--- src/rtl/core/tfdd_pkg.sv ---
// Shared types, constants and helpers of the trail field diffuse/decay unit.
package tfdd_pkg;

   // Grid geometry
   localparam int GRID_WIDTH  = 64;
   localparam int GRID_HEIGHT = 64;
   localparam int CELL_COUNT  = GRID_WIDTH * GRID_HEIGHT;
   localparam int CELL_AW     = $clog2(CELL_COUNT);
   localparam int COL_W       = $clog2(GRID_WIDTH);
   localparam int ROW_W       = $clog2(GRID_HEIGHT);
   // stream row counter covers the wrap rows before and after the grid
   localparam int SROW_W      = $clog2(GRID_HEIGHT + 2);
   // two full rows plus one cell of history for the 5-point stencil
   localparam int LINE_DEPTH  = 2 * GRID_WIDTH + 1;

   // Field widths
   localparam int CELL_W  = 16;
   localparam int COORD_W = 7;
   localparam int COUNT_W = 13;
   localparam int GAIN_W  = 9;
   localparam int DECAY_W = 14;

   // Register port
   localparam int CSR_AW = 4;
   localparam int CSR_DW = 32;

   localparam logic [CELL_W-1:0]  CELL_MAX  = '1;
   localparam logic [COUNT_W-1:0] COUNT_MAX = '1;

   localparam logic [GAIN_W-1:0]  GAIN_RESET   = GAIN_W'(128);
   localparam logic [DECAY_W-1:0] DECAY_RESET  = DECAY_W'(328);
   localparam logic [CELL_W-1:0]  THRESH_RESET = CELL_W'(11796);

   typedef enum logic [1:0] {
      CMD_READ    = 2'd0,
      CMD_DEPOSIT = 2'd1,
      CMD_PASS    = 2'd2,
      CMD_CLEAR   = 2'd3
   } cmd_type;

   typedef enum logic [1:0] {
      CSR_GAIN   = 2'd0,
      CSR_DECAY  = 2'd1,
      CSR_THRESH = 2'd2
   } csr_index_type;

   typedef struct packed {
      cmd_type              cmd;
      logic [COORD_W-1:0]   x_coord;
      logic [COORD_W-1:0]   y_coord;
      logic [CELL_W-1:0]    deposit_amount;
   } req_word_type;

   typedef struct packed {
      logic [CELL_W-1:0]    cell_value;
      logic [COUNT_W-1:0]   filled_count;
      logic                 out_of_range;
   } rsp_word_type;

   typedef struct packed {
      logic [GAIN_W-1:0]    diffuse_gain;
      logic [DECAY_W-1:0]   decay_amount;
      logic [CELL_W-1:0]    coverage_threshold;
   } cfg_type;

   // Datapath operations issued by the controller, one per cycle
   typedef enum logic [2:0] {
      DP_NOP,
      DP_LOAD,
      DP_ACC_CHECK,
      DP_ACC_DONE,
      DP_ZERO,
      DP_STREAM,
      DP_FINISH
   } dp_op_type;

   typedef struct packed {
      dp_op_type            op;
      logic [SROW_W-1:0]    row;      // source row of a sweep access
      logic [COL_W-1:0]     col;      // column of a sweep access
      logic                 emit;     // stream read completes a stencil
      logic [ROW_W-1:0]     out_row;  // row of the cell that stencil produces
      logic                 respond;  // last zero write of a clear
   } dp_cmd_type;

   typedef struct packed {
      logic oor;
      logic pipe_busy;
   } dp_status_type;

   typedef enum logic [2:0] {
      ST_INIT,
      ST_IDLE,
      ST_ACCESS,
      ST_ACC_DONE,
      ST_CLEAR,
      ST_STREAM,
      ST_DRAIN
   } ctrl_state_type;

   // Linear memory address of a cell
   function automatic logic [CELL_AW-1:0] cell_index(input int row, input int col);
      return CELL_AW'(row * GRID_WIDTH + col);
   endfunction

endpackage

--- src/rtl/core/tfdd_csr.sv ---
// Configuration registers behind the APB-style port.
module tfdd_csr
   import tfdd_pkg::*;
(
   input  logic              clock,
   input  logic              reset,
   input  logic              psel,
   input  logic              penable,
   input  logic              pwrite,
   input  logic [CSR_AW-1:0] paddr,
   input  logic [CSR_DW-1:0] pwdata,
   output logic [CSR_DW-1:0] prdata,
   output logic              pready,
   output cfg_type           cfg
);

   logic [GAIN_W-1:0]  gain_ff, gain_in;
   logic [DECAY_W-1:0] decay_ff, decay_in;
   logic [CELL_W-1:0]  thresh_ff, thresh_in;
   logic               wr_en;
   logic [1:0]         reg_sel;

   assign pready  = 1'b1;
   assign wr_en   = psel & penable & pwrite & pready;
   assign reg_sel = paddr[3:2];

   // Write decode
   always_comb begin
      gain_in   = gain_ff;
      decay_in  = decay_ff;
      thresh_in = thresh_ff;
      if (wr_en) begin
         unique case (reg_sel)
            CSR_GAIN:   gain_in   = pwdata[GAIN_W-1:0];
            CSR_DECAY:  decay_in  = pwdata[DECAY_W-1:0];
            CSR_THRESH: thresh_in = pwdata[CELL_W-1:0];
            default: ;
         endcase
      end
   end

   always_ff @(posedge clock) begin
      if (reset) begin
         gain_ff   <= GAIN_RESET;
         decay_ff  <= DECAY_RESET;
         thresh_ff <= THRESH_RESET;
      end else begin
         gain_ff   <= gain_in;
         decay_ff  <= decay_in;
         thresh_ff <= thresh_in;
      end
   end

   // Read decode
   always_comb begin
      unique case (reg_sel)
         CSR_GAIN:   prdata = CSR_DW'(gain_ff);
         CSR_DECAY:  prdata = CSR_DW'(decay_ff);
         CSR_THRESH: prdata = CSR_DW'(thresh_ff);
         default:    prdata = '0;
      endcase
   end

   assign cfg.diffuse_gain       = gain_ff;
   assign cfg.decay_amount       = decay_ff;
   assign cfg.coverage_threshold = thresh_ff;

endmodule

--- config.mk ---
export PLATFORM = sky130hd
export DESIGN_NAME = tfdd_csr
export DESIGN_NICKNAME = d
export VERILOG_FILES = /design/src/rtl/core/tfdd_pkg.sv /design/src/rtl/core/tfdd_csr.sv
export SDC_FILE = /design/constraint.sdc
export NUM_CORES = 1
export LEC_CHECK = 0
export ABC_CLOCK_PERIOD_IN_PS = 1050
export BUFFER_PORTS_ARGS = -buffer_cell sky130_fd_sc_hd__buf_2
export CAP_MARGIN = 5
export CORE_MARGIN = 2
export CORE_UTILIZATION = 40
export CTS_CLUSTER_SIZE = 12
export DETAILED_ROUTE_END_ITERATION = 10
export PLACE_DENSITY = 0.76
export SYNTH_ARGS = -nofsm -noshare
export SYNTH_HDL_FRONTEND = slang
export SYNTH_SLANG_ARGS = --single-unit
--- constraint.sdc ---
create_clock -name clock -period 1.05 [get_ports clock]
set_clock_uncertainty 0.05 [all_clocks]
set_input_delay 0.0525 -clock clock [delete_from_list [all_inputs] [get_ports clock]]
set_output_delay 0.0525 -clock clock [all_outputs]
set_load 0.05 [all_outputs]
==> flow_summary_export.csv, run 1 <==
group,metric,value,unit
setup_path,end_kind,"output port",
final_layout,nFillCells,412,
synthesis,synthDistinctLibCells,21,
min_path,worstHoldPathType,"in -> reg",
final_layout,layout.cells.most_common,"buf_2",
synthesis,yosys_warnings,0,
timing,final.min_clock_period,1140,ps
clock_network,cts.root.buffer_cell,"clkbuf_8",
route,initialDrtViolationCount,64,
route,detail_route.first_pass.iterations,4,
global_route,number_of_global_route_vias_before_repair,1792,
timing,report.final.setup_viol,14,
synthesis,syn_avg_cell_area,9.41,um^2
clock_network,tritoncts_clock_tree,"built",
timing,setup_ws,-85.1,ps
final_layout,antenna-diode-count,0,
route,drcViolationCount,0,
floorplan,floorplan.rows,26,
setup_path,critPathRequiredTime,950,ps
run,number_of_violations_of_the_max_capacitance_limit,0,
power_and_ir_drop,power.static_leakage,0.00148,uW
timing,hold_violations,0,
setup_path,critical_path.slowest_cell,"dfxtp_4",
clock_network,cts.sink_count,39,
power_and_ir_drop,power-per-cell-area,1040,mW/mm^2
route,routed-via-count,1815,
floorplan,boundaryPins,113,
place,globalplace.congestion,0.765,
clock_network,clk-insertion-delay-late,280,ps
setup_path,r2r_setup_slack,260,ps
synthesis,postSynthRegisterBits,39,
floorplan,floorplan.initialDensity,40.8,%
power_and_ir_drop,vdd_ir_drop_max,888,uV
clock_network,path_clk_slew,80,ps
global_route,grt_max_degree,66,
place,place.detailed.hpwl,3550,um
floorplan,design.core.area,0.00501,mm^2
place,dp_slack,-102,ps
setup_path,path_cells,"mux2i_4 -> o21ai_4 -> buf_6",
setup_path,setup.worst_path.class,"reg -> out",
floorplan,dieHeight,75.5,um
power_and_ir_drop,total_power,3520,uW
setup_path,critPathLaunchType,"flop",
status,failed_checks,"setup timing",
global_route,grt_pass1_wl,8310,um
setup_path,cp_max_fo,3,
status,run_status,"finished with violations",
clock_network,clock_tree.htree_level_count,2,
min_path,min_to,"decay_ff[7]$_SDFFE_PP0P_",
final_layout,drive_above_1_share,55.4,%
synthesis,synth_seq_area_share,38.2,%
route,routed_via_density,4.57,
global_route,initial_antenna_violation_count,0,
timing,achievable-frequency,0.881,GHz
setup_path,crit-reg2reg-capture,"thresh_ff[0]$_SDFFE_PP0P_",
setup_path,rr_startpoint,"thresh_ff[0]$_SDFFE_PP0P_",
route,drt.antenna.violating_nets,0,
final_layout,layout.cells.most_common_list,"buf_2 (46), nand2b_1 (45), mux2i_1 (39), buf_4 (24), dfxtp_2 (22)",
clock_network,numCtsBuffers,5,
route,detail_route.wirelength,5330,um
place,numPortBuffers,77,
setup_path,timing.critical_path.arrival,1030,ps
final_layout,final_net_count,367,
final_layout,flow.area_growth_from_synthesis,66.0,%
floorplan,dieArea,0.00569,mm^2
route,wire_length_per_cell_after_detailed_routing,13.4,um
timing,drv_slew,0,
setup_path,max_stage_delay,360,ps
synthesis,netlist_area,0.00204,mm^2
synthesis,syn-instance-count,217,
timing,layout_worst_path_cycle_share,108,%
min_path,min_delay_path_depth,3,
floorplan,die_width,75.5,um
global_route,grt_remaining_overflow,0,
setup_path,worstRegToRegCells,3,
timing,grt_setup_unrepaired,"true",
clock_network,cts_max_path_buffers,2,
min_path,hold_path_startpoint,"pwdata[7]",
global_route,global_route.usage.total,19.6,%
## stage by stage
| step | TNS (ps) | utilization (%) | cells | hold slack (ps) | area, um^2 |
|---|---|---|---|---|---|
| floorplan | -37.8 | - | 232 | 150 | 2310 |
| global placement | -1660 | 55.1 | 368 | 259 | 2760 |
| detailed placement | -2210 | 55.1 | 368 | 276 | 2760 |
| CTS | -1070 | 65.5 | 395 | 20.7 | 3280 |
| global route | -1540 | 67.7 | 397 | 10.9 | 3390 |
| finish | -958 | 67.7 | 397 | 24.9 | 3390 |
## how the worst max path moves through the flow
stage                                endpoint                       from  slack (ps)
finish                              prdata[1]    gain_ff[1]$_SDFFE_PP0P_         -90
global route                        prdata[5]  thresh_ff[5]$_SDFFE_PP0P_        -120
CTS                                 prdata[0]  thresh_ff[0]$_SDFFE_PP0P_        -100
detailed placement  thresh_ff[0]$_SDFFE_PP0P_                   paddr[3]        -100
global placement    thresh_ff[0]$_SDFFE_PP0P_                   paddr[3]         -80
floorplan                           prdata[0]  thresh_ff[0]$_SDFFE_PP0P_         -40
## state kept, by name, summed over array words and instances, names as in the netlist
signal	flops
thresh_ff	16
gain_ff	9
decay_ff	14
## power by group
group / internal [uW] / switching (uW)
Combinational: 310 / 503
Sequential: 1460 / 19.3
Clock: 696 / 529
Total: 2470 / 1050
## metal layers
layer / up-vias / track usage, % / wire length [um]
li1: 904 / - / -
met1: 845 / 24.4 / 2220
met2: 59 / 33.4 / 2780
met3: 7 / 4.23 / 248
met4: 0 / 7.02 / 74
met5: - / 0 / 0
## critical path: cells and delay by family (launching register included)
kind,cells,cell delay (ps)
buf+inv,1,150
flops,1,360
mux,1,160
compound gates,1,70
## cell usage after synthesis
master,n,share of area (%)
o21ai_0,9,2.2
buf_4,20,7.4
nand2b_1,45,14
clkbuf_1,7,1.3
nor2b_4,1,0.67
nor2b_1,1,0.31
mux2i_1,48,24
dfxtp_1,39,38
buf_2,2,0.49
nand4_2,1,0.61
and2_1,2,0.61
buf_1,1,0.18
or3_1,1,0.31
nor3b_2,1,0.61
conb_1,2,0.37
nor3b_4,1,0.92
nand3_2,1,0.49
buf_6,1,0.55
nand2_1,9,1.7
a22o_1,5,2.1
nor2_1,20,3.7
## area by class of cell
type                            count  area [um^2]  area share, %
Multi-Input combinational cell    162         1360           40.2
Timing Repair Buffer              118          962           28.4
Sequential cell                    39          868           25.6
Tap cell                           70         87.6           2.58
Clock buffer                        5         68.8           2.03
Clock inverter                      3         38.8           1.14
## logic make-up (layout without fill, tap and decap cells)
family          Yosys count  count (layout)  share of synthesized area [%]
simple gates             83              83                           23.7
mux                      48              48                           23.5
flops                    39              39                           38.2
buf+inv                  31             126                           9.87
compound gates           14              14                           4.35
other cells               2              17                          0.368
## repair_timing
action | in CTS | in global routing
gates resized for setup | 61 | 25
pin swaps | 8 | 0
endpoints found under the hold margin | 17 | 0
cloned | 0 | 0
setup buffers | 7 | 2
endpoints found under the setup margin | 16 | 30
hold buffers | 12 | 0
Note: power is estimated with default switching activity, not from simulation.
==> inputs of run 2 (changes only) <==
Settings changed: ABC_AREA set to 1, PLACE_DENSITY 0.76 to 0.77.
==> flow_summary_export.csv, run 2 <==
group,metric,value,unit
synthesis,syn_avg_cell_area,6.44,um^2
synthesis,post_synth_xor_area_fraction,0,%
global_route,global_route.usage.total,20.6,%
floorplan,dieArea,0.00552,mm^2
floorplan,boundaryPins,113,
floorplan,die_width,74.3,um
setup_path,setup.worst_path.class,"reg -> out",
synthesis,synth-adder-area-share,0,%
place,globalplace.congestion,0.727,
timing,final.min_clock_period,1050,ps
run,number_of_violations_of_the_max_capacitance_limit,0,
synthesis,netlist_area,0.00198,mm^2
final_layout,largest_reg_flops,16,
timing,layout_worst_path_cycle_share,99.9,%
synthesis,synth_area_leaders,"dfxtp_1 (39%), nand2_1 (18%), nand3_1 (12%)",
timing,hold_violations,0,
floorplan,dieHeight,74.3,um
power_and_ir_drop,power.static_leakage,0.00154,uW
timing,setup_ws,1.15,ps
route,wire_length_per_cell_after_detailed_routing,11.9,um
route,detail_route.first_pass.iterations,4,
synthesis,yosys.area_share.simple,45.2,%
route,routed-via-count,2167,
synthesis,yosys_warnings,0,
place,place.detailed.hpwl,3740,um
setup_path,critPathLaunchType,"flop",
synthesis,yosysTopAreaCell,"dfxtp_1",
power_and_ir_drop,power-per-cell-area,1150,mW/mm^2
route,routed_via_density,4.63,
setup_path,cp_max_fo,3,
min_path,worstHoldPathType,"in -> reg",
clock_network,clk-insertion-delay-late,290,ps
setup_path,timing.critical_path.arrival,950,ps
floorplan,design.core.area,0.00475,mm^2
clock_network,cts_max_path_buffers,2,
global_route,number_of_global_route_vias_before_repair,1983,
final_layout,largest_register,"thresh_ff",
timing,achievable-frequency,0.953,GHz
route,detail_route.wirelength,5590,um
global_route,grt_pass1_wl,8710,um
final_layout,drive_above_1_share,48.1,%
route,drt.antenna.violating_nets,0,
synthesis,synthMuxAreaShare,0,%
clock_network,cts.sink_count,39,
clock_network,path_clk_slew,80,ps
clock_network,cts.root.buffer_cell,"clkbuf_8",
final_layout,finalCoreUtilization,63.5,%
global_route,initial_antenna_violation_count,0,
floorplan,floorplan.rows,25,
final_layout,largest_registers,"thresh_ff (16), decay_ff (14), gain_ff (9)",
timing,report.final.setup_viol,0,
floorplan,floorplan.initialDensity,41.6,%
synthesis,syn-instance-count,307,
synthesis,postSynthRegisterBits,39,
synthesis,synth_edf_count,0,
final_layout,layout.cells.most_common_list,"nand2_1 (64), buf_2 (59), nor2_1 (58), nand3_1 (40), dfxtp_2 (39)",
clock_network,tritoncts_clock_tree,"built",
synthesis,yosysTopAreaCellShare,39.5,%
place,numPortBuffers,77,
route,initialDrtViolationCount,116,
synthesis,synth_seq_area_share,39.5,%
status,run_status,"complete, no violations",
synthesis,synth-main-ff-cell,"dfxtp_1",
global_route,grt_remaining_overflow,0,
clock_network,numCtsBuffers,5,
timing,drv_slew,0,
synthesis,synth-compound-area-share,0.253,%
final_layout,layout.cells.most_common,"nand2_1",
setup_path,end_kind,"output port",
timing,grt_setup_unrepaired,"true",
setup_path,critPathRequiredTime,950,ps
synthesis,synth_top_family_by_area,"simple AND/OR/NAND/NOR gates",
final_layout,antenna-diode-count,0,
final_layout,final_net_count,442,
synthesis,synthTopCellsByCount,"nand2_1 (95), nor2_1 (61), nand3_1 (49), dfxtp_1 (39)",
setup_path,r2r_setup_slack,330,ps
power_and_ir_drop,vdd_ir_drop_max,702,uV
route,drcViolationCount,0,
global_route,grt_max_degree,40,
synthesis,synthDistinctLibCells,16,
place,dp_slack,-106,ps
final_layout,flow.area_growth_from_synthesis,52.6,%
synthesis,yosys.cell_count.top_type,"nand2_1",
synthesis,ys_async_sr_fraction,0,%
clock_network,clock_tree.htree_level_count,2,
==> run 2: cell type report <==
cell class                      instances  area (um^2)
Clock inverter                          1         5.00
Clock buffer                            6         82.6
Fill cell                             430         1740
Timing Repair Buffer                  103          832
Tap cell                               67         83.8
Inverter                               22         82.6
Multi-Input combinational cell        230         1100
Sequential cell                        39          830
==> run 2: logic make-up after synthesis <==
group / Yosys count
other: 2
DFF: 39
and+or+nand+nor: 212
buffers and inverters: 53
AOI/OAI and AO/OA: 1
==> run 2: final timing paths <==
check                             startpoint                         end  cells past startpoint
setup / recovery    decay_ff[7]$_SDFFE_PP0P_                   prdata[7]                      3
hold / removal                    pwdata[15]  thresh_ff[15]$_SDFFE_PP0P_                      5
setup reg to reg    decay_ff[6]$_SDFFE_PP1P_    decay_ff[6]$_SDFFE_PP1P_                      3
hold reg to reg   thresh_ff[10]$_SDFFE_PP1P_  thresh_ff[10]$_SDFFE_PP1P_                      2
==> run 2: per-stage QoR <==
| stage | hold slack [ps] | instances | TNS (ps) | total power, uW | instance area, um^2 |
|---|---|---|---|---|---|
| final | 13.6 | 468 | 0 | 3470 | 3020 |
| after global routing | 18.1 | 468 | -291 | 3600 | 3020 |
| after CTS | 10.1 | 467 | -10.3 | 3440 | 2900 |
| after detailed placement | 238 | 450 | -1400 | 2350 | 2610 |
| after global placement | 232 | 450 | -517 | 2340 | 2610 |
| after floorplan | 129 | 322 | 0 | 2190 | 2140 |
==> run 2: worst max-delay path, stage by stage, from the launching register on <==
cell	delay (ps)
dfxtp_2	360
nand2_2	50
nand3_2	80
buf_6	160
==> run 2: what timing repair did <==
action,in CTS,in global routing
hold endpoints to repair,10,0
cloned,0,0
pin swaps,4,25
setup endpoints to repair,16,17
hold buffers,10,0
gates resized for setup,37,39
buffers inserted,0,1
==> run 2: metal layers <==
metal | part of all wire (%) | GRT usage (%)
met5 | 0 | 0
met4 | 1.1 | 8.13
met3 | 6.2 | 4.74
met2 | 51 | 34.9
met1 | 42 | 25.5
==> run 2: report_power, final <==
group          leakage [uW]  switching, uW  internal (uW)
clock             0.0000470            520            515
sequential         0.000325           28.8           1520
combinational       0.00117            610            278
total               0.00154           1160           2310
