<file path="src/rtl/core/tfdd_pkg.sv">
// Shared types, constants and helpers of the trail field diffuse/decay unit.
package tfdd_pkg;

   // Grid geometry
   localparam int GRID_WIDTH  = 64;
   localparam int GRID_HEIGHT = 64;
   localparam int CELL_COUNT  = GRID_WIDTH * GRID_HEIGHT;
   localparam int CELL_AW     = $clog2(CELL_COUNT);
   localparam int COL_W       = $clog2(GRID_WIDTH);
   localparam int ROW_W       = $clog2(GRID_HEIGHT);
   // stream row counter covers the wrap rows before and after the grid
   localparam int SROW_W      = $clog2(GRID_HEIGHT + 2);
   // two full rows plus one cell of history for the 5-point stencil
   localparam int LINE_DEPTH  = 2 * GRID_WIDTH + 1;

   // Field widths
   localparam int CELL_W  = 16;
   localparam int COORD_W = 7;
   localparam int COUNT_W = 13;
   localparam int GAIN_W  = 9;
   localparam int DECAY_W = 14;

   // Register port
   localparam int CSR_AW = 4;
   localparam int CSR_DW = 32;

   localparam logic [CELL_W-1:0]  CELL_MAX  = '1;
   localparam logic [COUNT_W-1:0] COUNT_MAX = '1;

   localparam logic [GAIN_W-1:0]  GAIN_RESET   = GAIN_W'(128);
   localparam logic [DECAY_W-1:0] DECAY_RESET  = DECAY_W'(328);
   localparam logic [CELL_W-1:0]  THRESH_RESET = CELL_W'(11796);

   typedef enum logic [1:0] {
      CMD_READ    = 2'd0,
      CMD_DEPOSIT = 2'd1,
      CMD_PASS    = 2'd2,
      CMD_CLEAR   = 2'd3
   } cmd_type;

   typedef enum logic [1:0] {
      CSR_GAIN   = 2'd0,
      CSR_DECAY  = 2'd1,
      CSR_THRESH = 2'd2
   } csr_index_type;

   typedef struct packed {
      cmd_type              cmd;
      logic [COORD_W-1:0]   x_coord;
      logic [COORD_W-1:0]   y_coord;
      logic [CELL_W-1:0]    deposit_amount;
   } req_word_type;

   typedef struct packed {
      logic [CELL_W-1:0]    cell_value;
      logic [COUNT_W-1:0]   filled_count;
      logic                 out_of_range;
   } rsp_word_type;

   typedef struct packed {
      logic [GAIN_W-1:0]    diffuse_gain;
      logic [DECAY_W-1:0]   decay_amount;
      logic [CELL_W-1:0]    coverage_threshold;
   } cfg_type;

   // Datapath operations issued by the controller, one per cycle
   typedef enum logic [2:0] {
      DP_NOP,
      DP_LOAD,
      DP_ACC_CHECK,
      DP_ACC_DONE,
      DP_ZERO,
      DP_STREAM,
      DP_FINISH
   } dp_op_type;

   typedef struct packed {
      dp_op_type            op;
      logic [SROW_W-1:0]    row;      // source row of a sweep access
      logic [COL_W-1:0]     col;      // column of a sweep access
      logic                 emit;     // stream read completes a stencil
      logic [ROW_W-1:0]     out_row;  // row of the cell that stencil produces
      logic                 respond;  // last zero write of a clear
   } dp_cmd_type;

   typedef struct packed {
      logic oor;
      logic pipe_busy;
   } dp_status_type;

   typedef enum logic [2:0] {
      ST_INIT,
      ST_IDLE,
      ST_ACCESS,
      ST_ACC_DONE,
      ST_CLEAR,
      ST_STREAM,
      ST_DRAIN
   } ctrl_state_type;

   // Linear memory address of a cell
   function automatic logic [CELL_AW-1:0] cell_index(input int row, input int col);
      return CELL_AW'(row * GRID_WIDTH + col);
   endfunction

endpackage

</file>
<file path="src/rtl/core/tfdd_ctrl.sv">
// Command sequencer: decodes words, runs the sweep counters, drives the datapath.
module tfdd_ctrl
   import tfdd_pkg::*;
(
   input  logic          clock,
   input  logic          reset,
   input  logic          start,
   input  cmd_type       req_cmd,
   output logic          busy,
   output dp_cmd_type    dp_cmd,
   input  dp_status_type dp_status
);

   ctrl_state_type    state_ff, state_in;
   logic [SROW_W-1:0] row_ff, row_in;
   logic [COL_W-1:0]  col_ff, col_in;

   logic              col_last;
   logic              grid_row_last;
   logic              stream_row_last;
   logic [COL_W-1:0]  col_next;
   logic [SROW_W-1:0] row_next;
   logic [SROW_W-1:0] src_row;

   // Raster counters shared by clear, init and stream sweeps
   assign col_last        = (col_ff == COL_W'(GRID_WIDTH - 1));
   assign grid_row_last   = (row_ff == SROW_W'(GRID_HEIGHT - 1));
   assign stream_row_last = (row_ff == SROW_W'(GRID_HEIGHT + 1));
   assign col_next        = col_last ? '0 : col_ff + 1'b1;
   assign row_next        = col_last ? row_ff + 1'b1 : row_ff;

   // Stream order: last row, rows 0..H-1, then row 0 again for the bottom wrap
   always_comb begin
      if (row_ff == '0) begin
         src_row = SROW_W'(GRID_HEIGHT - 1);
      end else if (stream_row_last) begin
         src_row = '0;
      end else begin
         src_row = row_ff - 1'b1;
      end
   end

   always_ff @(posedge clock) begin
      if (reset) begin
         state_ff <= ST_INIT;
         row_ff   <= '0;
         col_ff   <= '0;
      end else begin
         state_ff <= state_in;
         row_ff   <= row_in;
         col_ff   <= col_in;
      end
   end

   // Next state and datapath command
   always_comb begin
      state_in = state_ff;
      row_in   = row_ff;
      col_in   = col_ff;
      dp_cmd   = '0;
      dp_cmd.op = DP_NOP;
      unique case (state_ff)
         ST_INIT: begin
            // zero bank a after reset
            dp_cmd.op  = DP_ZERO;
            dp_cmd.row = row_ff;
            dp_cmd.col = col_ff;
            row_in     = row_next;
            col_in     = col_next;
            if (col_last && grid_row_last) begin
               state_in = ST_IDLE;
               row_in   = '0;
               col_in   = '0;
            end
         end
         ST_IDLE: begin
            if (start) begin
               dp_cmd.op = DP_LOAD;
               row_in    = '0;
               col_in    = '0;
               unique case (req_cmd) inside
                  CMD_READ, CMD_DEPOSIT: state_in = ST_ACCESS;
                  CMD_PASS:              state_in = ST_STREAM;
                  CMD_CLEAR:             state_in = ST_CLEAR;
                  default:               state_in = ST_IDLE;
               endcase
            end
         end
         ST_ACCESS: begin
            dp_cmd.op = DP_ACC_CHECK;
            state_in  = dp_status.oor ? ST_IDLE : ST_ACC_DONE;
         end
         ST_ACC_DONE: begin
            dp_cmd.op = DP_ACC_DONE;
            state_in  = ST_IDLE;
         end
         ST_CLEAR: begin
            dp_cmd.op      = DP_ZERO;
            dp_cmd.row     = row_ff;
            dp_cmd.col     = col_ff;
            dp_cmd.respond = col_last && grid_row_last;
            row_in         = row_next;
            col_in         = col_next;
            if (col_last && grid_row_last) begin
               state_in = ST_IDLE;
            end
         end
         ST_STREAM: begin
            dp_cmd.op      = DP_STREAM;
            dp_cmd.row     = src_row;
            dp_cmd.col     = col_ff;
            dp_cmd.emit    = (row_ff >= SROW_W'(2));
            dp_cmd.out_row = ROW_W'(row_ff - SROW_W'(2));
            row_in         = row_next;
            col_in         = col_next;
            if (col_last && stream_row_last) begin
               state_in = ST_DRAIN;
            end
         end
         ST_DRAIN: begin
            if (!dp_status.pipe_busy) begin
               dp_cmd.op = DP_FINISH;
               state_in  = ST_IDLE;
            end
         end
         default: begin
            state_in = ST_INIT;
         end
      endcase
   end

   assign busy = (state_ff != ST_IDLE);

endmodule

</file>
<file path="config.mk">
export PLATFORM = sky130hd
export DESIGN_NAME = tfdd_ctrl
export DESIGN_NICKNAME = d
export VERILOG_FILES = /design/src/rtl/core/tfdd_pkg.sv /design/src/rtl/core/tfdd_ctrl.sv
export SDC_FILE = /design/constraint.sdc
export NUM_CORES = 1
export LEC_CHECK = 0
export BUFFER_PORTS_ARGS = -buffer_cell sky130_fd_sc_hd__buf_2
export CAP_MARGIN = 0
export CORE_MARGIN = 3
export CORE_UTILIZATION = 58
export DETAILED_ROUTE_END_ITERATION = 8
export PLACE_DENSITY = 0.85
export RECOVER_POWER = 25
export SYNTH_ARGS = -nofsm -noshare
export SYNTH_HDL_FRONTEND = slang
export SYNTH_SLANG_ARGS = --single-unit
</file>
<file path="constraint.sdc">
create_clock -name clock -period 6 [get_ports clock]
set_clock_uncertainty 0.2 [all_clocks]
set_input_delay 0.9 -clock clock [delete_from_list [all_inputs] [get_ports clock]]
set_output_delay 0.9 -clock clock [all_outputs]
set_load 0.005 [all_outputs]
</file>
==> results of run 1 <==
-- critical path, delay by kind of cell, from the launching register on --
family | cells | cell delay [ns]
AOI/OAI and AO/OA | 3 | 0.92
and+or+nand+nor | 1 | 0.41
buffers and inverters | 1 | 0.14
DFF | 1 | 0.67
-- registers in the layout, summed over array words and instances, names as in the netlist --
signal	flops
col_ff	6
state_ff	3
row_ff	7
-- cell families (layout without fill, tap and decap cells) --
kind of cell	after synthesis	in the layout	synth area share [%]
buffers and inverters	20	45	7.542
DFF	16	16	22.72
xor gates and xnor gates	5	5	3.105
AOI/OAI and AO/OA	59	59	26.27
adders and majority gates	9	9	7.986
and+or+nand+nor	81	81	32.39
-- stage by stage --
stage	cells	hold slack, ns	utilization (%)	power (mW)
after floorplan	190	0.2572	-	0.1197
after global placement	240	0.2727	68.09	0.1248
after detailed placement	240	0.2789	68.09	0.1255
after CTS	243	0.2917	69.09	0.1799
after global routing	243	0.3403	69.03	0.1875
final	243	0.2906	69.03	0.1785
-- worst paths after layout --
check              startpoint          to  slack [ns]  cells past startpoint
setup / recovery  state_ff[2]  dp_cmd[16]        2.46                      5
hold / removal      col_ff[1]   col_ff[1]        0.29                      2
setup reg to reg    col_ff[0]   row_ff[5]        3.60                      5
hold reg to reg     col_ff[1]   col_ff[1]        0.29                      2
-- power by group through the flow --
stage / Sequential (mW) / Clock (mW) / Combinational (mW)
after floorplan: 0.112 / 0 / 0.00780
after global placement: 0.112 / 0 / 0.0126
after detailed placement: 0.112 / 0 / 0.0130
after CTS: 0.110 / 0.0568 / 0.0131
after global routing: 0.110 / 0.0624 / 0.0148
final: 0.110 / 0.0556 / 0.0130
-- synth_stat cells, drive strengths merged, types with 2 or more instances --
master / count / area, um2
a211oi: 3 / 22.52
a21boi: 2 / 15.01
a21oi: 18 / 90.09
a31oi: 4 / 25.02
and2: 8 / 51.30
and3: 4 / 26.28
clkbuf: 8 / 60.06
dfxtp: 16 / 320.3
ha: 9 / 112.6
inv: 11 / 41.29
nand2: 15 / 56.30
nand2b: 3 / 18.77
nand3: 3 / 27.53
nand3b: 4 / 30.03
nand4: 4 / 25.02
nor2: 16 / 60.06
nor2b: 2 / 12.51
nor3: 5 / 25.02
nor3b: 2 / 15.01
nor4: 3 / 18.77
o211a: 2 / 20.02
o21ai: 16 / 80.08
or2: 3 / 18.77
or3: 3 / 21.27
or4: 3 / 22.52
xnor2: 4 / 35.03
-- per-layer routing --
metal / vias to the layer above / GRT usage [%]
met5: - / 0
met4: 0 / 10.07
met3: 6 / 3.037
met2: 49 / 39.86
met1: 711 / 28.43
li1: 742 / -
-- final cells by class --
cell class	count	area, um2	area share [%]
multi-input cells	154	983.4	63.18
flip-flops and latches	16	320.3	20.58
repair buffers	31	153.9	9.888
inverters	11	41.29	2.653
well taps	28	35.03	2.251
clock buffers	3	22.52	1.447
==> flow_summary.toml, run 1 <==
[status]
run_status = "finished, final reports clean"

[clock_network]
cts_made_buffers = 3
clock-root-buffer = "sky130_fd_sc_hd__clkbuf_4"
cts.path.max_buffers = 2
worst_setup_hold_path_clk_slew_ns = 0.09
cts-resized-gates = 0
post-cts-setup-buffer-count = 0
cts_sinks = 16
htree_levels = 1
cts.hold.buffers_added = 0
clk_latency_ns = 0.29
cts_tree = "done"

[power_and_ir_drop]
p_switching_mw = 0.04120
sw_frac_of_total_pct = 23.08
power_frac_clock_pct = 31.1
total_leakage_power_nw = 0.6809
power_density_nw_per_um2 = 114.7
ir_drop_worst_vdd_uv = 139.3
comb_power_share_pct = 7.3
internal_power_mw = 0.1373
power.share.sequential_pct = 61.6

[final_layout]
layout.filler_cells = 188
area_growth_syn_to_layout_pct = 10.38
highest_count_cells_in_the_layout_ignoring_fill_and_taps = "sky130_fd_sc_hd__buf_2, sky130_fd_sc_hd__a21oi_1, sky130_fd_sc_hd__nor2_1, sky130_fd_sc_hd__o21ai_0, sky130_fd_sc_hd__dfxtp_1"
fin_area_um2 = 1556
ant_diodes = 0
finalNetCount = 233
most_common_cell_after_layout_fill_and_taps_aside = "sky130_fd_sc_hd__buf_2"
post_route_cells_drive_above_1_share_pct = 19.53

[critical_path]
worst_path_largest_cell_delay_ns = 0.67
timing.critical_path.fanout_max = 19
worst_setup_sp_type = "flip-flop"
worstPathArrival_ns = 2.44
critical_path.cell_chain = "nand3b_1 -> a21oi_1 -> a21oi_1 -> o21ai_0 -> buf_2"
cpMaxStageDelayCell = "sky130_fd_sc_hd__dfxtp_1"
cp_data_required_time_ns = 4.90
kind_of_end_point_of_the_critical_path = "primary output"
worstSetupPathType = "reg2out"
crit_top_cell = "sky130_fd_sc_hd__a21oi_1"

[global_routing]
grt_pass1_wl_um = 5954
antenna_found_initial = 0
globalRoute.totalOverflow = 0
maximum_number_of_pins_on_one_net_before_global_route_repair = 20
globalRouteTotalUtil_pct = 23.11
first_global_vias = 1442

[drt]
dr_wl_met2_um = 1703
per_cell_via_count_in_the_routed_design = 6.206
detail_route.drc_violations = 0
via_count = 1508
drt-total-wl_um = 3493
count_of_routing_violations_after_the_opening_detailed_route_iteration = 64
wl_met3_um = 195
top_layer = "met4"
wirelength_met1_um = 1540
antenna_violating_nets_post_route = 0
drt-wirelength-per-cell_um = 14.37
drt_pre_antenna_iters = 4

[floorplan]
die_w_um = 55.31
start_util_pct = 62.54
rows = 17
core_region_area_um2 = 2255
fp.dieH_um = 55.31
design.die.area_um2 = 3059
ios = 32

[logic_synthesis]
count_of_warnings_emitted_by_yosys = 0
postSynthCellCount = 190
synth-edff-count = 0
synth_async_sr_flop_share_pct = 0
yosysUniqueCellTypes = 50
syn_avg_cell_area_um2 = 7.422
yosysSeqAreaShare_pct = 22.72
synth_seq_cells = 16
synth_nets = 206
synth.cell_area_um2 = 1410
most_used_flip_flop_cell_after_synthesis = "sky130_fd_sc_hd__dfxtp_1"

[sta]
setup_viol_count_final = 0
timing.slew.headroom_pct = 53.33
final.period_utilization_pct = 58.92
grt_setup_unrepaired = "false"
timing.final.crit_period_ns = 3.535
finalHoldViolCount = 0
slew_viol_final = 0
tightestPinTransition_ns = 0.6936
tns_ns = 0
max_freq_mhz = 282.9
final_critical_path_setup_slack_ns = 2.465

[place]
detailedPlace.worstSlack_ns = 2.854
gp_congestion = 0.8437
dpl_cell_area_um2 = 1535
port_buffers = 31
dp_hpwl_um = 2643

[flow_run]
drv.max_cap_violation_count = 0

[min_path]
worstHoldPathType = "reg2reg"
Power figures use the tool's default switching activity.
==> run 2: changes to the inputs <==
- CORE_UTILIZATION: 58 -> 49
- PLACE_DENSITY: 0.85 -> 0.76
- clock period: 6 -> 2.86 ns (I/O delays scaled with it)
==> run 2 against run 1 <==
  * Wire length rose by 3.2%
  * Cell area rose by 3.7%
  * Power rose by 130%
  * Non-clock buffer count rose by 4
  * Die area rose by 16%
  * Flip-flop and latch count did not move
  * Clock power rose to 2.7 times the previous value
  * Hold slack got worse by 0.049 ns
  * Setup slack got worse by 2.3 ns
  * Count of clock-buffer cells in the layout rose by 1
  * Register-to-register slack got worse by 3.1 ns
  * Critical path type unchanged
  * Largest cell class unchanged
  * Highest routed layer unchanged
==> flow_summary.toml, run 2 (same netlist as run 1, synthesis figures left out) <==
[status]
run_status = "finished, final reports clean"

[drt]
drt-wirelength-per-cell_um = 14.42
drt_pre_antenna_iters = 4
drt-total-wl_um = 3605
count_of_routing_violations_after_the_opening_detailed_route_iteration = 102
per_cell_via_count_in_the_routed_design = 6.072
antenna_violating_nets_post_route = 0
via_count = 1518
detail_route.drc_violations = 0

[clock_network]
clk_latency_ns = 0.28
htree_levels = 1
clock-root-buffer = "sky130_fd_sc_hd__clkbuf_4"
cts_tree = "done"
cts.path.max_buffers = 2
worst_setup_hold_path_clk_slew_ns = 0.10
cts_made_buffers = 3
cts.hold.buffers_added = 0
cts_sinks = 16

[final_layout]
multiInputGateArea_um2 = 993.5
final-instance-count-excl-fill = 250
area.sequential_um2 = 321.6
finalNetCount = 237
ant_diodes = 0
area_growth_syn_to_layout_pct = 14.46
post_route_cells_drive_above_1_share_pct = 23.18
fin_util_pct = 61.78
largest_register = "row_ff"
most_common_cell_after_layout_fill_and_taps_aside = "sky130_fd_sc_hd__buf_2"
largest_register_ffs = 7
highest_count_cells_in_the_layout_ignoring_fill_and_taps = "sky130_fd_sc_hd__buf_2, sky130_fd_sc_hd__a21oi_1, sky130_fd_sc_hd__nor2_1, sky130_fd_sc_hd__o21ai_0"
layout.filler_cells = 246
top_regs = "row_ff: 7 flops, col_ff: 6 flops, state_ff: 3 flops"

[sta]
setup_viol_count_final = 0
grt_setup_unrepaired = "false"
timing.slew.headroom_pct = 52.39
finalHoldViolCount = 0
slew_viol_final = 0
tightestPinTransition_ns = 0.7076
final.period_utilization_pct = 92.90
max_freq_mhz = 376.4
final_critical_path_setup_slack_ns = 0.2031
tns_ns = 0
timing.final.crit_period_ns = 2.657

[global_routing]
global_route.usage.met1_pct = 30.07
met3_usage_pct = 1.307
gr-usage-met2_pct = 34.10
globalRoute.totalOverflow = 0
first_global_vias = 1342
antenna_found_initial = 0
globalRouteTotalUtil_pct = 21.01
grt_pass1_wl_um = 6030
grt_most_used_layer = "met2"
maximum_number_of_pins_on_one_net_before_global_route_repair = 17

[min_path]
holdPathStages = 2
worstHoldPathType = "in2reg"
min_from = "reset"

[power_and_ir_drop]
total_leakage_power_nw = 0.7051
sw_frac_of_total_pct = 22.11
p_switching_mw = 0.08990
internal_power_mw = 0.3167
power_frac_clock_pct = 36.6
power.share.sequential_pct = 56.8
totalPowerFinal_mw = 0.4066
ir_drop_worst_vdd_uv = 234.1
power_density_nw_per_um2 = 251.9
comb_power_share_pct = 6.6

[place]
dp_hpwl_um = 2703
gp_congestion = 0.8829
detailedPlace.worstSlack_ns = 0.3200
dp.cells = 245
port_buffers = 31

[critical_path]
rr_startpoint = "col_ff[0]"
timing.critical_path.fanout_max = 8
rr_worst_depth = 5
worst_setup_path_startpoint = "row_ff[1]"
worstPathArrival_ns = 2.03
kind_of_end_point_of_the_critical_path = "primary output"
worst_setup_sp_type = "flip-flop"
worstSetupPathType = "reg2out"
cp_data_required_time_ns = 2.23

[floorplan]
ios = 32
design.die.area_um2 = 3558
fp.dieH_um = 59.65
start_util_pct = 53.98
rows = 18
core_region_area_um2 = 2613
die_w_um = 59.65

[flow_run]
drv.max_cap_violation_count = 0
-- run 2: what timing repair did --
| item | 4_1_cts | 5_1_grt |
|---|---|---|
| setup endpoints to repair | 2 | 6 |
| cloned | 0 | 0 |
| gates resized for setup | 1 | 3 |
| buffers inserted | 0 | 1 |
| pin swaps | 0 | 1 |
-- run 2: worst paths after layout --
| kind | slack (ns) | endpoint |
|---|---|---|
| hold / removal | 0.24 | col_ff[2] |
| setup / recovery | 0.20 | dp_cmd[19] |
| setup reg to reg | 0.46 | row_ff[5] |
| hold reg to reg | 0.31 | col_ff[1] |
-- run 2: per-stage QoR --
step / area, um2 / hold slack (ns)
floorplan: 1410 / 0.2572
global placement: 1560 / 0.2760
detailed placement: 1560 / 0.2865
CTS: 1600 / 0.2373
global route: 1614 / 0.2606
finish: 1614 / 0.2417
-- run 2: final cells by class --
| type | instances | area share, % |
|---|---|---|
| multi-input combinational | 154 | 61.55 |
| sequential | 16 | 19.92 |
| timing repair buffer | 35 | 11.40 |
| inverter | 11 | 2.558 |
| tap | 30 | 2.326 |
| clock buffer | 4 | 2.248 |
-- run 2: worst max-delay path, cell delays in order, from the launching register on --
cell	delay, ns
sky130_fd_sc_hd__dfxtp_1	0.39
sky130_fd_sc_hd__inv_2	0.14
sky130_fd_sc_hd__ha_1	0.14
sky130_fd_sc_hd__nor4bb_2	0.35
sky130_fd_sc_hd__a21oi_2	0.10
sky130_fd_sc_hd__buf_4	0.18
sky130_fd_sc_hd__a211oi_1	0.19
sky130_fd_sc_hd__o21ai_0	0.11
sky130_fd_sc_hd__buf_2	0.14
-- run 2: power groups by stage --
stage / Combinational (mW) / Sequential (mW) / Clock [mW]
2_1_floorplan: 0.0164 / 0.235 / 0
3_5_place_dp: 0.0270 / 0.236 / 0
6_report: 0.0267 / 0.231 / 0.149
5_1_grt: 0.0320 / 0.232 / 0.162
4_1_cts: 0.0269 / 0.231 / 0.151
3_3_place_gp: 0.0260 / 0.235 / 0
-- run 2: per-layer routing --
| layer | wire, um | share of wire, % |
|---|---|---|
| met3 | 198 | 5.5 |
| met5 | 0 | 0 |
| met4 | 32 | 0.89 |
| met1 | 1643 | 46 |
| met2 | 1730 | 48 |
==> run 3: changes to the inputs <==
- CAP_MARGIN: 0 -> unset
- PLACE_DENSITY: 0.76 -> unset
- PLACE_DENSITY_LB_ADDON: unset -> 0.05
==> run 3 against run 2 <==
  * Register-to-register slack about the same
  * Non-clock buffer count down 1
  * Sequential share of layout area about the same
  * Hold slack better by 0.011 ns
  * Critical path depth down 1
  * Cell area down 0.54%
  * Global-route usage up 0.40 points
  * Combinational power up 3%
  * Utilization down 0.34 points
  * Count of clock-buffer cells in the layout unchanged
  * Wire length up 0.94%
  * Critical endpoint is now dp_cmd[18]
==> flow_summary.toml, run 3 (same netlist as run 1, synthesis figures left out) <==
[status]
run_status = "finished, final reports clean"

[critical_path]
setup.worst_path.end = "dp_cmd[18]"
cpMaxStageDelayCell = "sky130_fd_sc_hd__dfxtp_1"
worstPathArrival_ns = 2.08
worst_setup_path_startpoint = "row_ff[1]"
rr_worst_depth = 5
worst_path_largest_cell_delay_ns = 0.46
timing.critical_path.fanout_max = 9
kind_of_end_point_of_the_critical_path = "primary output"
r2r_slack_ns = 0.46
r2r_end = "row_ff[5]"
worstSetupPathType = "reg2out"
worst_setup_sp_type = "flip-flop"
worstSetupPathDepth = 7
critical_path.cell_chain = "inv_1 -> ha_1 -> nor4bb_2 -> a21oi_2 -> a31oi_1 -> o21ai_0 -> buf_2"
cp_data_required_time_ns = 2.23
worst-path-buf-inv = 2
critPathTopFamily = "compound AO/OA/AOI/OAI gates"
rr_startpoint = "col_ff[0]"

[global_routing]
global_route.usage.met1_pct = 29.74
maximum_number_of_pins_on_one_net_before_global_route_repair = 17
grt_pass1_wl_um = 6085
gr-usage-met2_pct = 34.10
antenna_found_initial = 0
first_global_vias = 1411
met3_usage_pct = 3.050
grt_most_used_layer = "met2"
globalRouteTotalUtil_pct = 21.42
globalRoute.totalOverflow = 0

[drt]
drt_pre_antenna_iters = 4
per_cell_via_count_in_the_routed_design = 6.016
via_count = 1498
drt-wirelength-per-cell_um = 14.61
antenna_violating_nets_post_route = 0
drt-total-wl_um = 3639
count_of_routing_violations_after_the_opening_detailed_route_iteration = 61
detail_route.drc_violations = 0

[final_layout]
highest_count_cells_in_the_layout_ignoring_fill_and_taps = "sky130_fd_sc_hd__buf_2, sky130_fd_sc_hd__a21oi_1, sky130_fd_sc_hd__nor2_1, sky130_fd_sc_hd__o21ai_0, sky130_fd_sc_hd__dfxtp_1"
top_regs = "row_ff: 7 flops, col_ff: 6 flops, state_ff: 3 flops"
largest_register_ffs = 7
ant_diodes = 0
post_route_cells_drive_above_1_share_pct = 21.92
largest_register = "row_ff"
area_growth_syn_to_layout_pct = 13.84
most_common_cell_after_layout_fill_and_taps_aside = "sky130_fd_sc_hd__buf_2"
finalNetCount = 236

[floorplan]
core_region_area_um2 = 2613
die_w_um = 59.65
fp.dieH_um = 59.65
start_util_pct = 53.98
rows = 18
ios = 32
design.die.area_um2 = 3558

[sta]
tightestPinTransition_ns = 0.6920
max_freq_mhz = 369.8
slew_viol_final = 0
timing.slew.headroom_pct = 53.44
tns_ns = 0
finalHoldViolCount = 0
timing.final.crit_period_ns = 2.704
grt_setup_unrepaired = "false"
setup_viol_count_final = 0
final.period_utilization_pct = 94.56

[power_and_ir_drop]
totalPowerFinal_mw = 0.4053
comb_power_share_pct = 6.8
ir_drop_worst_vdd_uv = 238.4
power_density_nw_per_um2 = 252.5
power.share.sequential_pct = 56.8
total_leakage_power_nw = 0.6987
power_frac_clock_pct = 36.4
p_switching_mw = 0.08844
sw_frac_of_total_pct = 21.82
internal_power_mw = 0.3169

[place]
gp_congestion = 0.9684
dp_hpwl_um = 2681
port_buffers = 31

[clock_network]
cts_made_buffers = 3
worst_setup_hold_path_clk_slew_ns = 0.10
post-cts-setup-buffer-count = 0
htree_levels = 1
cts.path.max_buffers = 2
cts_tree = "done"
clk_latency_ns = 0.29
cts_sinks = 16
clock-root-buffer = "sky130_fd_sc_hd__clkbuf_4"

[min_path]
worstHoldPathType = "in2reg"

[flow_run]
drv.max_cap_violation_count = 0
[run 3: changes by cell type in the layout (fill, tap and decap cells not counted), sizes merged]
cell / delta
buf: -1
[run 3: area by class of cell]
type                            count  area [um2]
Fill cell                         254        1007
Tap cell                           30       37.54
Timing Repair Buffer               34       176.4
Clock buffer                        4       36.28
Inverter                           11       41.29
Multi-Input combinational cell    154       993.5
Sequential cell                    16       320.3
[run 3: layer usage]
metal  wire [um]  vias to the layer above
met4          17                        0
li1            -                      747
met3         251                        2
met5           0                        -
met2        1699                       58
met1        1671                      691
[run 3: power by group through the flow]
stage	sequential (mW)	clock, mW	combinational [mW]
after floorplan	0.235	0	0.0164
after global placement	0.235	0	0.0267
after detailed placement	0.236	0	0.0275
after CTS	0.230	0.154	0.0277
after global routing	0.231	0.160	0.0312
final	0.230	0.148	0.0274
[run 3: worst min-delay path by stage]
stage | startpoint | to | slack (ns) | depth (start not counted)
3_3_place_gp | col_ff[1] | col_ff[1] | 0.27 | 2
4_1_cts | reset | col_ff[3] | 0.24 | 2
2_1_floorplan | col_ff[1] | col_ff[1] | 0.26 | 2
5_1_grt | reset | col_ff[3] | 0.25 | 2
6_report | reset | col_ff[2] | 0.25 | 2
3_5_place_dp | col_ff[1] | col_ff[1] | 0.29 | 2
[run 3: what timing repair did]
item	4_1_cts	5_1_grt
hold endpoints to repair	0	0
resized for setup	1	1
setup endpoints to repair	1	3
hold buffers	0	0
[run 3: metrics by stage]
step                cells  utilization, %  worst slack (ns)  hold WS, ns  instance area (um2)
global placement      245           59.72            0.4451       0.2742                 1560
global route          249           61.45          0.005247       0.2499                 1605
finish                249           61.45            0.1556       0.2527                 1605
detailed placement    245           59.72            0.2950       0.2904                 1560
floorplan             190               -            0.6366       0.2572                 1410
CTS                   249           61.25           0.04182       0.2373                 1600
